File: src/design/tme_pkg.sv
// package for the text to morse encoder: symbol codes, job descriptor,
// character folding functions and the morse code tables. no dependencies.
`default_nettype none

package tme_pkg;

  typedef enum logic [2:0] {
    SYM_DOT     = 3'd0,
    SYM_DASH    = 3'd1,
    SYM_GAP     = 3'd2,
    SYM_SLASH   = 3'd3,
    SYM_OK      = 3'd4,
    SYM_INVALID = 3'd5,
    SYM_EMPTY   = 3'd6
  } sym_e;

  // utf-8 lead byte tracking
  typedef enum logic [1:0] {
    LEAD_NONE = 2'd0,
    LEAD_C3   = 2'd1,
    LEAD_C4   = 2'd2,
    LEAD_C5   = 2'd3
  } lead_e;

  localparam logic [7:0] ChTab   = 8'h09;
  localparam logic [7:0] ChLf    = 8'h0A;
  localparam logic [7:0] ChCr    = 8'h0D;
  localparam logic [7:0] ChSpace = 8'h20;
  localparam logic [7:0] LeadC3  = 8'hC3;
  localparam logic [7:0] LeadC4  = 8'hC4;
  localparam logic [7:0] LeadC5  = 8'hC5;

  localparam int unsigned NumCodes = 36;
  localparam int unsigned IdxW     = $clog2(NumCodes);

  // one unit of work for the back end, emitted in field order:
  // slash, len code symbols (msb first), gap, end status
  typedef struct packed {
    logic        slash;
    logic [2:0]  len;
    logic [4:0]  bits;
    logic        gap;
    logic        has_end;
    sym_e        end_sym;
  } job_t;

  typedef struct packed {
    logic full;
    logic empty;
  } q_stat_t;

  // index 0..25 for a..z, 26..35 for digits; pattern read from bit len-1, 1 = dash
  localparam logic [2:0] CODE_LEN [NumCodes] = '{
    3'd2, 3'd4, 3'd4, 3'd3, 3'd1, 3'd4, 3'd3, 3'd4, 3'd2, 3'd4, 3'd3, 3'd4, 3'd2,
    3'd2, 3'd3, 3'd4, 3'd4, 3'd3, 3'd3, 3'd1, 3'd3, 3'd4, 3'd3, 3'd4, 3'd4, 3'd4,
    3'd5, 3'd5, 3'd5, 3'd5, 3'd5, 3'd5, 3'd5, 3'd5, 3'd5, 3'd5
  };

  localparam logic [4:0] CODE_BITS [NumCodes] = '{
    5'h01, 5'h08, 5'h0A, 5'h04, 5'h00, 5'h02, 5'h06, 5'h00, 5'h00, 5'h07, 5'h05,
    5'h04, 5'h03, 5'h02, 5'h07, 5'h06, 5'h0D, 5'h02, 5'h00, 5'h01, 5'h01, 5'h01,
    5'h03, 5'h09, 5'h0B, 5'h0C, 5'h1F, 5'h0F, 5'h07, 5'h03, 5'h01, 5'h00, 5'h10,
    5'h18, 5'h1C, 5'h1E
  };

  // returns {ok, table index}
  function automatic logic [IdxW:0] fold_single(input logic [7:0] b);
    logic [7:0] ch;
    logic [7:0] t;
    ch = b;
    t  = '0;
    case (b)
      8'hC7, 8'hE7: ch = 8'h43; // c cedilla
      8'hD0, 8'hF0: ch = 8'h47; // soft g
      8'hDD, 8'hFD: ch = 8'h49; // dotted and dotless i
      8'hD6, 8'hF6: ch = 8'h4F; // o umlaut
      8'hDE, 8'hFE: ch = 8'h53; // s cedilla
      8'hDC, 8'hFC: ch = 8'h55; // u umlaut
      default:      ch = b;
    endcase
    if (ch >= 8'h61 && ch <= 8'h7A) ch = ch - 8'h20;
    if (ch >= 8'h41 && ch <= 8'h5A) begin
      t = ch - 8'h41;
      return {1'b1, t[IdxW-1:0]};
    end
    if (ch >= 8'h30 && ch <= 8'h39) begin
      t = ch - 8'h30 + 8'd26;
      return {1'b1, t[IdxW-1:0]};
    end
    return '0;
  endfunction

  function automatic logic [IdxW:0] fold_pair(input lead_e lead, input logic [7:0] b);
    logic [7:0] ch;
    logic [7:0] t;
    ch = '0;
    t  = '0;
    case (lead)
      LEAD_C3: begin
        if (b == 8'h87 || b == 8'hA7) ch = 8'h43;
        else if (b == 8'h96 || b == 8'hB6) ch = 8'h4F;
        else if (b == 8'h9C || b == 8'hBC) ch = 8'h55;
      end
      LEAD_C4: begin
        if (b == 8'h9E || b == 8'h9F) ch = 8'h47;
        else if (b == 8'hB0 || b == 8'hB1) ch = 8'h49;
      end
      LEAD_C5: begin
        if (b == 8'h9E || b == 8'h9F) ch = 8'h53;
      end
      default: ch = '0;
    endcase
    if (ch == 8'h00) return '0;
    t = ch - 8'h41;
    return {1'b1, t[IdxW-1:0]};
  endfunction

endpackage

`default_nettype wire

File: src/design/tme_front.sv
// front end: takes text bytes, folds and classifies them, tracks the text
// state and pushes one job per byte that gives any output. uses tme_pkg.
`default_nettype none

module tme_front (
  input  wire logic          clk_i,
  input  wire logic          rst_ni,
  input  wire logic          accept_i,
  input  wire logic [7:0]    text_byte_i,
  input  wire logic          end_of_text_i,
  output logic               push_o,
  output tme_pkg::job_t      job_o
);
  import tme_pkg::*;

  lead_e lead_q, lead_d;
  logic  failed_q, failed_d;
  logic  any_q, any_d;

  logic [IdxW:0] fold;
  logic          letter;
  logic          space;
  logic          invalid;
  logic          conv;
  logic [7:0]    lead_diff;

  always_comb begin
    lead_d    = lead_q;
    failed_d  = failed_q;
    any_d     = any_q;
    push_o    = 1'b0;
    job_o     = '0;
    job_o.end_sym = SYM_EMPTY;
    fold      = '0;
    letter    = 1'b0;
    space     = 1'b0;
    invalid   = 1'b0;
    conv      = any_q;
    lead_diff = text_byte_i - 8'hC2;

    if (accept_i) begin
      if (failed_q) begin
        // rest of a failed text is dropped
        if (end_of_text_i) begin
          lead_d   = LEAD_NONE;
          failed_d = 1'b0;
          any_d    = 1'b0;
        end
      end else begin
        if (lead_q != LEAD_NONE) begin
          fold    = fold_pair(lead_q, text_byte_i);
          lead_d  = LEAD_NONE;
          letter  = fold[IdxW];
          invalid = !fold[IdxW];
        end else if (text_byte_i == ChLf || text_byte_i == ChCr || text_byte_i == ChTab) begin
          letter = 1'b0;
        end else if (text_byte_i == ChSpace) begin
          space = 1'b1;
        end else if (text_byte_i == LeadC3 || text_byte_i == LeadC4 ||
                     text_byte_i == LeadC5) begin
          lead_d  = lead_e'(lead_diff[1:0]);
          invalid = end_of_text_i;
        end else begin
          fold    = fold_single(text_byte_i);
          letter  = fold[IdxW];
          invalid = !fold[IdxW];
        end

        conv = any_q | letter;
        if (invalid) begin
          push_o        = 1'b1;
          job_o.has_end = 1'b1;
          job_o.end_sym = SYM_INVALID;
          lead_d        = LEAD_NONE;
          failed_d      = !end_of_text_i;
          if (end_of_text_i) any_d = 1'b0;
        end else begin
          push_o        = space | letter | end_of_text_i;
          job_o.slash   = space;
          job_o.gap     = space | letter;
          job_o.len     = letter ? CODE_LEN[fold[IdxW-1:0]] : 3'd0;
          job_o.bits    = letter ? CODE_BITS[fold[IdxW-1:0]] : 5'd0;
          job_o.has_end = end_of_text_i;
          job_o.end_sym = conv ? SYM_OK : SYM_EMPTY;
          any_d         = conv;
          if (end_of_text_i) begin
            lead_d   = LEAD_NONE;
            failed_d = 1'b0;
            any_d    = 1'b0;
          end
        end
      end
    end
  end

  always_ff @(posedge clk_i or negedge rst_ni) begin
    if (!rst_ni) begin
      lead_q   <= LEAD_NONE;
      failed_q <= 1'b0;
      any_q    <= 1'b0;
    end else begin
      lead_q   <= lead_d;
      failed_q <= failed_d;
      any_q    <= any_d;
    end
  end

endmodule

`default_nettype wire

File: src/design/tme_queue.sv
// two-entry job queue between front and back end. uses tme_pkg.
`default_nettype none

module tme_queue (
  input  wire logic          clk_i,
  input  wire logic          rst_ni,
  input  wire logic          push_i,
  input  wire tme_pkg::job_t push_job_i,
  input  wire logic          pop_i,
  output tme_pkg::job_t      head_o,
  output tme_pkg::q_stat_t   stat_o
);
  import tme_pkg::*;

  job_t       mem_q [2];
  logic       wr_ptr_q, rd_ptr_q;
  logic [1:0] cnt_q, cnt_d;

  assign head_o       = mem_q[rd_ptr_q];
  assign stat_o.full  = (cnt_q == 2'd2);
  assign stat_o.empty = (cnt_q == 2'd0);

  always_comb begin
    cnt_d = cnt_q;
    if (push_i && !pop_i) cnt_d = cnt_q + 2'd1;
    else if (pop_i && !push_i) cnt_d = cnt_q - 2'd1;
  end

  always_ff @(posedge clk_i) begin
    if (push_i) mem_q[wr_ptr_q] <= push_job_i;
  end

  always_ff @(posedge clk_i or negedge rst_ni) begin
    if (!rst_ni) begin
      wr_ptr_q <= 1'b0;
      rd_ptr_q <= 1'b0;
      cnt_q    <= 2'd0;
    end else begin
      if (push_i) wr_ptr_q <= !wr_ptr_q;
      if (pop_i)  rd_ptr_q <= !rd_ptr_q;
      cnt_q <= cnt_d;
    end
  end

endmodule

`default_nettype wire

File: src/design/tme_back.sv
// back end: walks the current job one symbol per cycle into the output register while
// that register is free, loading the next job from the queue without a bubble. uses tme_pkg.
`default_nettype none

module tme_back (
  input  wire logic             clk_i,
  input  wire logic             rst_ni,
  input  wire tme_pkg::job_t    head_i,
  input  wire tme_pkg::q_stat_t q_stat_i,
  output logic                  pop_o,
  output logic                  out_valid_o,
  output tme_pkg::sym_e         out_sym_o,
  output logic                  out_last_o,
  input  wire logic             out_ready_i
);
  import tme_pkg::*;

  job_t       cur_q, cur_d, nxt;
  logic       cur_vld_q, cur_vld_d;
  logic [2:0] cnt_m1;
  sym_e       sym;
  logic       done;
  logic       step;
  logic       out_free;

  logic       oval_q;
  sym_e       osym_q;
  logic       olast_q;

  assign out_free    = !oval_q || out_ready_i;
  assign step        = cur_vld_q && out_free;
  assign out_valid_o = oval_q;
  assign out_sym_o   = osym_q;
  assign out_last_o  = olast_q;

  always_comb begin
    nxt    = cur_q;
    cnt_m1 = cur_q.len - 3'd1;
    if (cur_q.slash) begin
      sym       = SYM_SLASH;
      nxt.slash = 1'b0;
    end else if (cur_q.len != 3'd0) begin
      sym     = cur_q.bits[cnt_m1] ? SYM_DASH : SYM_DOT;
      nxt.len = cnt_m1;
    end else if (cur_q.gap) begin
      sym     = SYM_GAP;
      nxt.gap = 1'b0;
    end else begin
      sym         = cur_q.end_sym;
      nxt.has_end = 1'b0;
    end
    done = !(nxt.slash || (nxt.len != 3'd0) || nxt.gap || nxt.has_end);
  end

  always_comb begin
    pop_o     = !q_stat_i.empty && (!cur_vld_q || (step && done));
    cur_d     = cur_q;
    cur_vld_d = cur_vld_q;
    if (pop_o) begin
      cur_d     = head_i;
      cur_vld_d = 1'b1;
    end else if (step) begin
      cur_d     = nxt;
      cur_vld_d = !done;
    end
  end

  always_ff @(posedge clk_i) begin
    cur_q <= cur_d;
    if (step) begin
      osym_q  <= sym;
      olast_q <= done;
    end
  end

  always_ff @(posedge clk_i or negedge rst_ni) begin
    if (!rst_ni) begin
      cur_vld_q <= 1'b0;
      oval_q    <= 1'b0;
    end else begin
      cur_vld_q <= cur_vld_d;
      if (step) oval_q <= 1'b1;
      else if (out_ready_i) oval_q <= 1'b0;
    end
  end

endmodule

`default_nettype wire

File: src/design/text_to_morse_encoder.sv
// top level of the text to morse encoder: front end, job queue, back end.
// depends on tme_pkg, tme_front, tme_queue and tme_back.
//
// Text goes in one byte per beat (tlast on the final byte) and Morse symbols
// come out one per beat, tlast marking the last symbol caused by each byte.
// A byte is taken whenever the two-entry job queue has room; it then gives
// 0 to 7 output beats (a slash or up to five dots or dashes, a gap, and an
// end status), and the back end sends one symbol per cycle while the output
// side accepts, so the sustained rate is set by the output side.
// After an invalid byte the remainder of that text is swallowed up to and
// including its final byte.
`default_nettype none

module text_to_morse_encoder (
  input  wire logic       clk_i,
  input  wire logic       rst_ni,
  input  wire logic       s_axis_tvalid,
  output logic            s_axis_tready,
  input  wire logic [7:0] s_axis_tdata,  // [7:0] text_byte
  input  wire logic       s_axis_tlast,  // end_of_text
  output logic            m_axis_tvalid,
  input  wire logic       m_axis_tready,
  output logic [7:0]      m_axis_tdata,  // [2:0] symbol, [7:3] zero
  output logic            m_axis_tlast   // run_last
);
  import tme_pkg::*;

  logic    accept;
  logic    push;
  logic    pop;
  job_t    push_job;
  job_t    head;
  q_stat_t q_stat;
  sym_e    out_sym;

  assign s_axis_tready = !q_stat.full;
  assign accept        = s_axis_tvalid && s_axis_tready;
  assign m_axis_tdata  = {5'd0, out_sym};

  tme_front u_front (
    .clk_i         (clk_i),
    .rst_ni        (rst_ni),
    .accept_i      (accept),
    .text_byte_i   (s_axis_tdata),
    .end_of_text_i (s_axis_tlast),
    .push_o        (push),
    .job_o         (push_job)
  );

  tme_queue u_queue (
    .clk_i      (clk_i),
    .rst_ni     (rst_ni),
    .push_i     (push),
    .push_job_i (push_job),
    .pop_i      (pop),
    .head_o     (head),
    .stat_o     (q_stat)
  );

  tme_back u_back (
    .clk_i       (clk_i),
    .rst_ni      (rst_ni),
    .head_i      (head),
    .q_stat_i    (q_stat),
    .pop_o       (pop),
    .out_valid_o (m_axis_tvalid),
    .out_sym_o   (out_sym),
    .out_last_o  (m_axis_tlast),
    .out_ready_i (m_axis_tready)
  );

  // an end status always closes the run of its byte
  a_end_is_last: assert property (@(posedge clk_i) disable iff (!rst_ni)
    m_axis_tvalid && (out_sym == SYM_OK || out_sym == SYM_INVALID || out_sym == SYM_EMPTY)
    |-> m_axis_tlast)
    else $error("end status beat without tlast");

  // a slash is always followed by its gap
  a_slash_not_last: assert property (@(posedge clk_i) disable iff (!rst_ni)
    m_axis_tvalid && (out_sym == SYM_SLASH) |-> !m_axis_tlast)
    else $error("slash beat marked last");

  // at most one pop a cycle, so a full queue cannot drain at once
  a_queue_drain: assert property (@(posedge clk_i) disable iff (!rst_ni)
    q_stat.full |=> !q_stat.empty)
    else $error("queue went from full to empty in one cycle");

endmodule

`default_nettype wire
File: config.mk
export PLATFORM = sky130hd
export DESIGN_NAME = text_to_morse_encoder
export DESIGN_NICKNAME = d
export VERILOG_FILES = /design/src/design/tme_pkg.sv /design/src/design/tme_front.sv /design/src/design/tme_queue.sv /design/src/design/tme_back.sv /design/src/design/text_to_morse_encoder.sv
export SDC_FILE = /design/constraint.sdc
export NUM_CORES = 1
export LEC_CHECK = 0
export BUFFER_PORTS_ARGS = -buffer_cell sky130_fd_sc_hd__buf_4
export CORE_MARGIN = 5
export CORE_UTILIZATION = 30
export CTS_BUF_LIST = sky130_fd_sc_hd__clkbuf_16
export DETAILED_ROUTE_END_ITERATION = 8
export GPL_TIMING_DRIVEN = 0
export HOLD_SLACK_MARGIN = 0.15
export PLACE_DENSITY = 0.52
export SYNTH_ARGS = -nofsm -noshare
export SYNTH_HDL_FRONTEND = slang
export SYNTH_SLANG_ARGS = --single-unit
export TNS_END_PERCENT = 50
File: constraint.sdc
create_clock -name clk_i -period 4.6 [get_ports clk_i]
set_input_delay 0.92 -clock clk_i [delete_from_list [all_inputs] [get_ports clk_i]]
set_output_delay 0.92 -clock clk_i [all_outputs]
set_load 0.02 [all_outputs]
==> results.toml, run 1 <==
[outcome]
status = "finished, final reports clean"

[yosys]
synth.area.top_cells = "edfxtp_1, ha_1, dfrtp_1"
netlist_area_sq_um = 4140
ys.flop_type = "edfxtp_1"
ys_types = 91
async_flop_share_pct = 18.9
synth_edf_count = 43
yosysSeqAreaShare_pct = 37.2
synth_cells = 413
synth.avg_cell_area_sq_um = 10.0
synth_top_area_cell = "edfxtp_1"
synth_top_area_share_pct = 31.2
synth-seq-cells = 53
yosys_warnings = 0

[placement]
gp_congestion = 0.873
dp.cells = 614
place_area_sq_um = 4550
dp_worst_setup_slack_ns = -0.723
port_buffers = 17
dp_hpwl_um = 7340

[timing]
drv_slew = 0
setup_slack_ns = 0.0802
final.setup_skew_ns = 0.0126
hold_viol_final = 0
fin_crit_sh_pct = 98.3
layout_min_cycle_time_ns = 4.52
max_freq_ghz = 0.221
setup_viol = 0
rsz0062_at_grt = "true"
tightest_slew_ns = 0.731
max_slew_margin_pct = 50.9

[clocking]
clock_latency_ns = 0.29
clockBufferDepth = 2
cts_buffers = 5
htree_levels = 2
clkSlewWorstSetupHoldPaths_ns = 0.07
cts_tree = "yes"
holdBufCountCts = 0
cts_sinks = 53
cts_root_buf = "clkbuf_16"

[route]
drc = 0
via_per_inst = 5.06
drtAntennaViolNets = 0
drt_wl_total_um = 9660
drt_iter0_drc = 168
avgRoutedWirePerCell_um = 15.1
vias = 3244
dr.pass1.iters = 4

[global_route]
overflow = 0
met2_usage_pct = 21.7
grt_pass1_vias = 3154
grt_pass1_wl_um = 15800
grt_max_degree = 18
grt.total_usage_pct = 11.7
busiest_layer = "met2"
grt_use_met3_pct = 1.46
antenna_found_initial = 0
met1_usage_pct = 14.5

[power_and_ir_drop]
total_power_mw = 1.79
ir_drop_mv = 0.193
p_per_area_nw_per_um2 = 358
p_leak_nw = 1.83

[finish]
areaGrowthSynthToFinish_pct = 20.8
fillers = 1404
final_cells = 641
final_nets = 494
fin_area_sq_um = 5000
final-seq-area_sq_um = 1540
drive_gt1_share_pct = 25.6
multi_input_area_sq_um = 2520
n_antenna_cell = 0
final_util_pct = 36.5

[run]
drv_cap = 0

[worst_setup_path]
critPathMaxFanout = 5
cp-end-kind = "flop"
critPathLaunchType = "input port"
worstSetupPathType = "in -> reg"
r2r_start = "u_front.lead_q[0]$_DFFE_PN0P_"
required_ns = 4.62
crit_start = "s_axis_tdata[1]"
cp_data_arrival_time_ns = 4.54

[floorplan]
die_h_um = 128
dieArea_sq_um = 16300
rows = 43
core_sq_um = 13700
start_util_pct = 30.2
die_w_um = 128
ioPinCount = 24

[hold_path]
hold_path_class = "in -> async"
## path summary, 6_finish.rpt
check | to | slack, ns | cells after the start
min | u_queue.wr_ptr_q$_DFFE_PN0P_ | 0.45 | 1
max reg2reg | u_queue.mem_q[1][6]$_DFFE_PP_ | 0.56 | 16
max | u_queue.mem_q[1][6]$_DFFE_PP_ | 0.08 | 17
min reg2reg | u_back.out_valid_o$_DFFE_PN0P_ | 0.48 | 1
min in group clk_i | u_back.out_valid_o$_DFFE_PN0P_ | 0.48 | 1
max in group asynchronous | u_queue.cnt_q[0]$_DFFE_PN0P_ | 4.00 | 1
## cells by family after synthesis
| group | synth area share, % |
|---|---|
| AND/OR/NAND/NOR | 20.2 |
| AO/OA/AOI/OAI | 22.9 |
| flip-flops | 37.2 |
| buffers and inverters | 5.92 |
| adder cells (fa/ha/maj) | 6.58 |
| multiplexers | 4.65 |
| XOR/XNOR | 2.54 |
| other | 0.0905 |
## stage by stage
step / hold slack (ns) / TNS (ns)
final: 0.448 / 0
after detailed placement: 0.470 / -23.59
after CTS: 0.453 / 0
after global placement: 0.467 / -24.48
after floorplan: 0.448 / 0
after global routing: 0.455 / -0.688
## cell usage after synthesis, drive strengths merged, types with 10 or more instances
cell and count:
nand3 13, dfrtp 10, a21oi 30, inv 24
nand2 25, edfxtp 43, mux2i 17, nor3 12
o21ai 19, ha 21, nor2 35, buf 17
nand2b 12
## per-layer routing
layer / vias to the layer above / wire, um
met1: 1559 / 4330
li1: 1626 / -
met3: 7 / 242
met5: - / 0
met2: 52 / 5010
met4: 0 / 83
## power by group
group	switching [mW]	internal, mW
clock network	0.159	0.258
registers	0.0592	0.680
logic	0.370	0.268
total	0.588	1.21
## worst max-delay path: stages
cell and delay [ns]:
buf_6 0.09, or4b_4 0.53, a21o_4 0.24, and3_4 0.19, ha_4 0.24, inv_4 0.06, o311ai_4 0.08, a211oi_2 0.31
a2bb2oi_4 0.30, nand3_4 0.12, mux2i_2 0.22, a21oi_2 0.12, buf_6 0.15, buf_4 0.13, ha_1 0.18, or3_1 0.37
a311o_1 0.30
## registers in the layout (all words and copies together) (netlist names)
signal and count:
u_back.cur_q 13, u_back.cur_vld_q 1, u_back.out_last_o 1, u_back.out_sym_o 3, u_back.out_valid_o 1, u_front.any_q 1
u_front.failed_q 1, u_front.lead_q 2, u_queue.cnt_q 2, u_queue.mem_q 26, u_queue.rd_ptr_q 1, u_queue.wr_ptr_q 1
## layout make-up
| type | count | area share, % |
|---|---|---|
| clock buffers | 5 | 2.50 |
| repair buffers | 36 | 5.70 |
| plain buffers | 23 | 3.27 |
| clock inverters | 3 | 0.875 |
| flip-flops and latches | 53 | 30.8 |
| well taps | 180 | 4.50 |
| inverters | 25 | 1.93 |
| multi-input cells | 316 | 50.4 |
## cells in the final DEF (no fill, tap or decap), drive strengths merged, types with 5 or more instances in the layout
cell type	n
conb	5
clkbuf	12
nand3b	5
a211oi	5
buf	52
o21a	5
dfrtp	10
nor2	35
o31ai	7
edfxtp	43
ha	21
o211ai	5
a21o	5
nand3	13
xnor2	8
o21ai	19
mux2i	17
nor3	12
and2	6
a21oi	30
or3	6
nand2	25
inv	25
a31oi	9
nand2b	12
## timing repair
| item | CTS | global route |
|---|---|---|
| setup buffers | 7 | 12 |
| resized for setup | 4 | 29 |
| setup endpoints to repair | 41 | 42 |
| pin swaps | 7 | 15 |
Note: power is estimated with default switching activity, not from simulation.
==> inputs of run 2 (changes only) <==
- PLACE_DENSITY: 0.52 -> 0.54
- clock period: 4.6 -> 3.9 ns (I/O delays scaled with it)
==> run 2 against run 1 <==
Against the previous run: largest cell class unchanged; sequential power up 19%; total power grew 21%; sequential share of layout area down 2.1 points; the run now ends with setup timing left; worst hold slack lost 0.13 ns; flip-flop and latch count is the same; core utilization increased by 2.6 points; critical path type unchanged; die area unchanged; non-clock buffer count is 17 higher; clock-buffer cell count is the same; design area grew 7.3%; first-iteration DRC count rose by 25%.
==> results.toml, run 2 (synthesized netlist as in run 1, its figures left out) <==
[power_and_ir_drop]
p_per_area_nw_per_um2 = 406
p_leak_nw = 1.95
total_power_mw = 2.18
ir_drop_mv = 0.178

[worst_setup_path]
worstSetupPathType = "in -> reg"
required_ns = 3.93
cp-end-kind = "flop"
critPathLaunchType = "input port"
cp_data_arrival_time_ns = 4.26
critPathTopFamily = "compound AO/OA/AOI/OAI gates"
critPathMaxFanout = 5
cpPeakStageDelay_ns = 0.53
crit_chain = "buf_6 > or4b_4 > a21o_4 > and3_4 > ha_4 > inv_4 > o311ai_4 > a211oi_2 > a2bb2oi_4 > nand3_4 > mux2i_4 > a21oi_4 > inv_2 > ha_4 > inv_4 > a31o_4 > o31a_1"
cpMaxStageDelayCell = "or4b_4"
worst-path-buf-inv = 4

[route]
avgRoutedWirePerCell_um = 15.6
drt_iter0_drc = 210
drt_wl_total_um = 10300
drtAntennaViolNets = 0
via_per_inst = 5.12
dr.pass1.iters = 4
drc = 0
vias = 3372

[timing]
hold_viol_final = 0
tightest_slew_ns = 0.710
fin_crit_sh_pct = 108
hold_ws_ns = 0.315
rsz0062_at_grt = "true"
max_slew_margin_pct = 52.3
setup_viol = 34
max_freq_ghz = 0.236
layout_min_cycle_time_ns = 4.23
final.setup_skew_ns = 0.00866
drv_slew = 0
setup_slack_ns = -0.331

[finish]
final_util_pct = 39.1
final_nets = 512
areaGrowthSynthToFinish_pct = 29.5
final_cells = 659
largest_register_ffs = 26
n_antenna_cell = 0
regMostFlops = "u_queue.mem_q"
mostFrequentLayoutCells = "buf_4, edfxtp_1, nor2_1, nand2_1"
fillers = 1360
final_common_cell = "buf_4"
drive_gt1_share_pct = 33.4

[placement]
dp_hpwl_um = 7240
port_buffers = 17
dp.cells = 614
dp_worst_setup_slack_ns = -1.06
gp_congestion = 0.852

[clocking]
htree_levels = 2
holdBufCountCts = 0
clock_latency_ns = 0.29
clkSlewWorstSetupHoldPaths_ns = 0.07
clockBufferDepth = 2
cts_tree = "yes"
cts_sinks = 53
cts_root_buf = "clkbuf_16"
cts_buffers = 5

[global_route]
antenna_found_initial = 0
grt_pass1_wl_um = 16900
grt.total_usage_pct = 12.3
grt_max_degree = 17
overflow = 0
grt_pass1_vias = 3384

[outcome]
failed_checks = "setup timing"
status = "complete, but fails checks"

[floorplan]
dieArea_sq_um = 16300
ioPinCount = 24
rows = 43
die_w_um = 128
start_util_pct = 30.2
die_h_um = 128
core_sq_um = 13700

[hold_path]
hold_path_class = "in -> async"

[run]
drv_cap = 0
run 2: final cells by class:
cell class	count	area (sq um)	area share [%]
Inverter	25	98.8	1.84
Buffer	23	168	3.12
Clock buffer	5	125	2.33
Timing Repair Buffer	53	450	8.39
Tap cell	180	225	4.20
Sequential cell	53	1540	28.7
Clock inverter	3	17.5	0.326
Multi-Input combinational cell	317	2740	51.1
run 2: metrics by stage:
| step | cell area, sq um | TNS, ns |
|---|---|---|
| 6_report | 5370 | -4.69 |
| 5_1_grt | 5370 | -8.37 |
| 4_1_cts | 5090 | -4.07 |
| 3_5_place_dp | 4590 | -41.37 |
| 3_3_place_gp | 4590 | -41.56 |
| 2_1_floorplan | 4240 | -7.20 |
run 2: what timing repair did:
action                     in CTS  in global routing
pin swaps                      23                 16
gates cloned                    1                  1
setup buffers                  23                 12
gates resized for setup        38                 30
setup endpoints to repair      45                 45
run 2: report_power, final:
group	leakage (nW)	switching (mW)	internal [mW]	total (mW)
combinational	1.37	0.487	0.392	0.879
clock	0.0696	0.188	0.235	0.424
sequential	0.505	0.0743	0.802	0.876
total	1.95	0.749	1.43	2.18
run 2: metal layers:
metal / vias up / routed length [um] / track usage [%]
li1: 1668 / - / -
met1: 1627 / 4330 / 15.0
met2: 59 / 5500 / 22.6
met3: 18 / 285 / 1.38
met4: 0 / 199 / 3.85
met5: - / 0 / 0
run 2: worst register-to-register path, stage by stage, from the launching register on:
cell and delay (ns):
dfrtp_1 0.32, clkbuf_1 0.32, nand4bb_1 0.23, nor4_2 0.41, nor2_1 0.17, and2_4 0.19, ha_1 0.23, o31ai_1 0.12
a21oi_2 0.14, a21o_1 0.23, nor2_2 0.14, a21oi_4 0.07, buf_6 0.13, ha_2 0.16, or3_1 0.36, a311o_1 0.37
run 2: final timing paths:
| kind | startpoint | to | slack [ns] | depth (start not counted) |
|---|---|---|---|---|
| max | s_axis_tdata[1] | u_queue.mem_q[0][12]$_DFFE_PP_ | -0.33 | 17 |
| min | rst_ni | u_queue.wr_ptr_q$_DFFE_PN0P_ | 0.32 | 1 |
| min in group clk_i | u_back.cur_vld_q$_DFFE_PN0P_ | u_back.out_valid_o$_DFFE_PN0P_ | 0.49 | 1 |
| max in group asynchronous | rst_ni | u_front.any_q$_DFFE_PN0P_ | 3.43 | 1 |
| min reg2reg | u_back.cur_vld_q$_DFFE_PN0P_ | u_back.out_valid_o$_DFFE_PN0P_ | 0.49 | 1 |
| max reg2reg | u_front.lead_q[0]$_DFFE_PN0P_ | u_queue.mem_q[0][6]$_DFFE_PP_ | 0.05 | 15 |
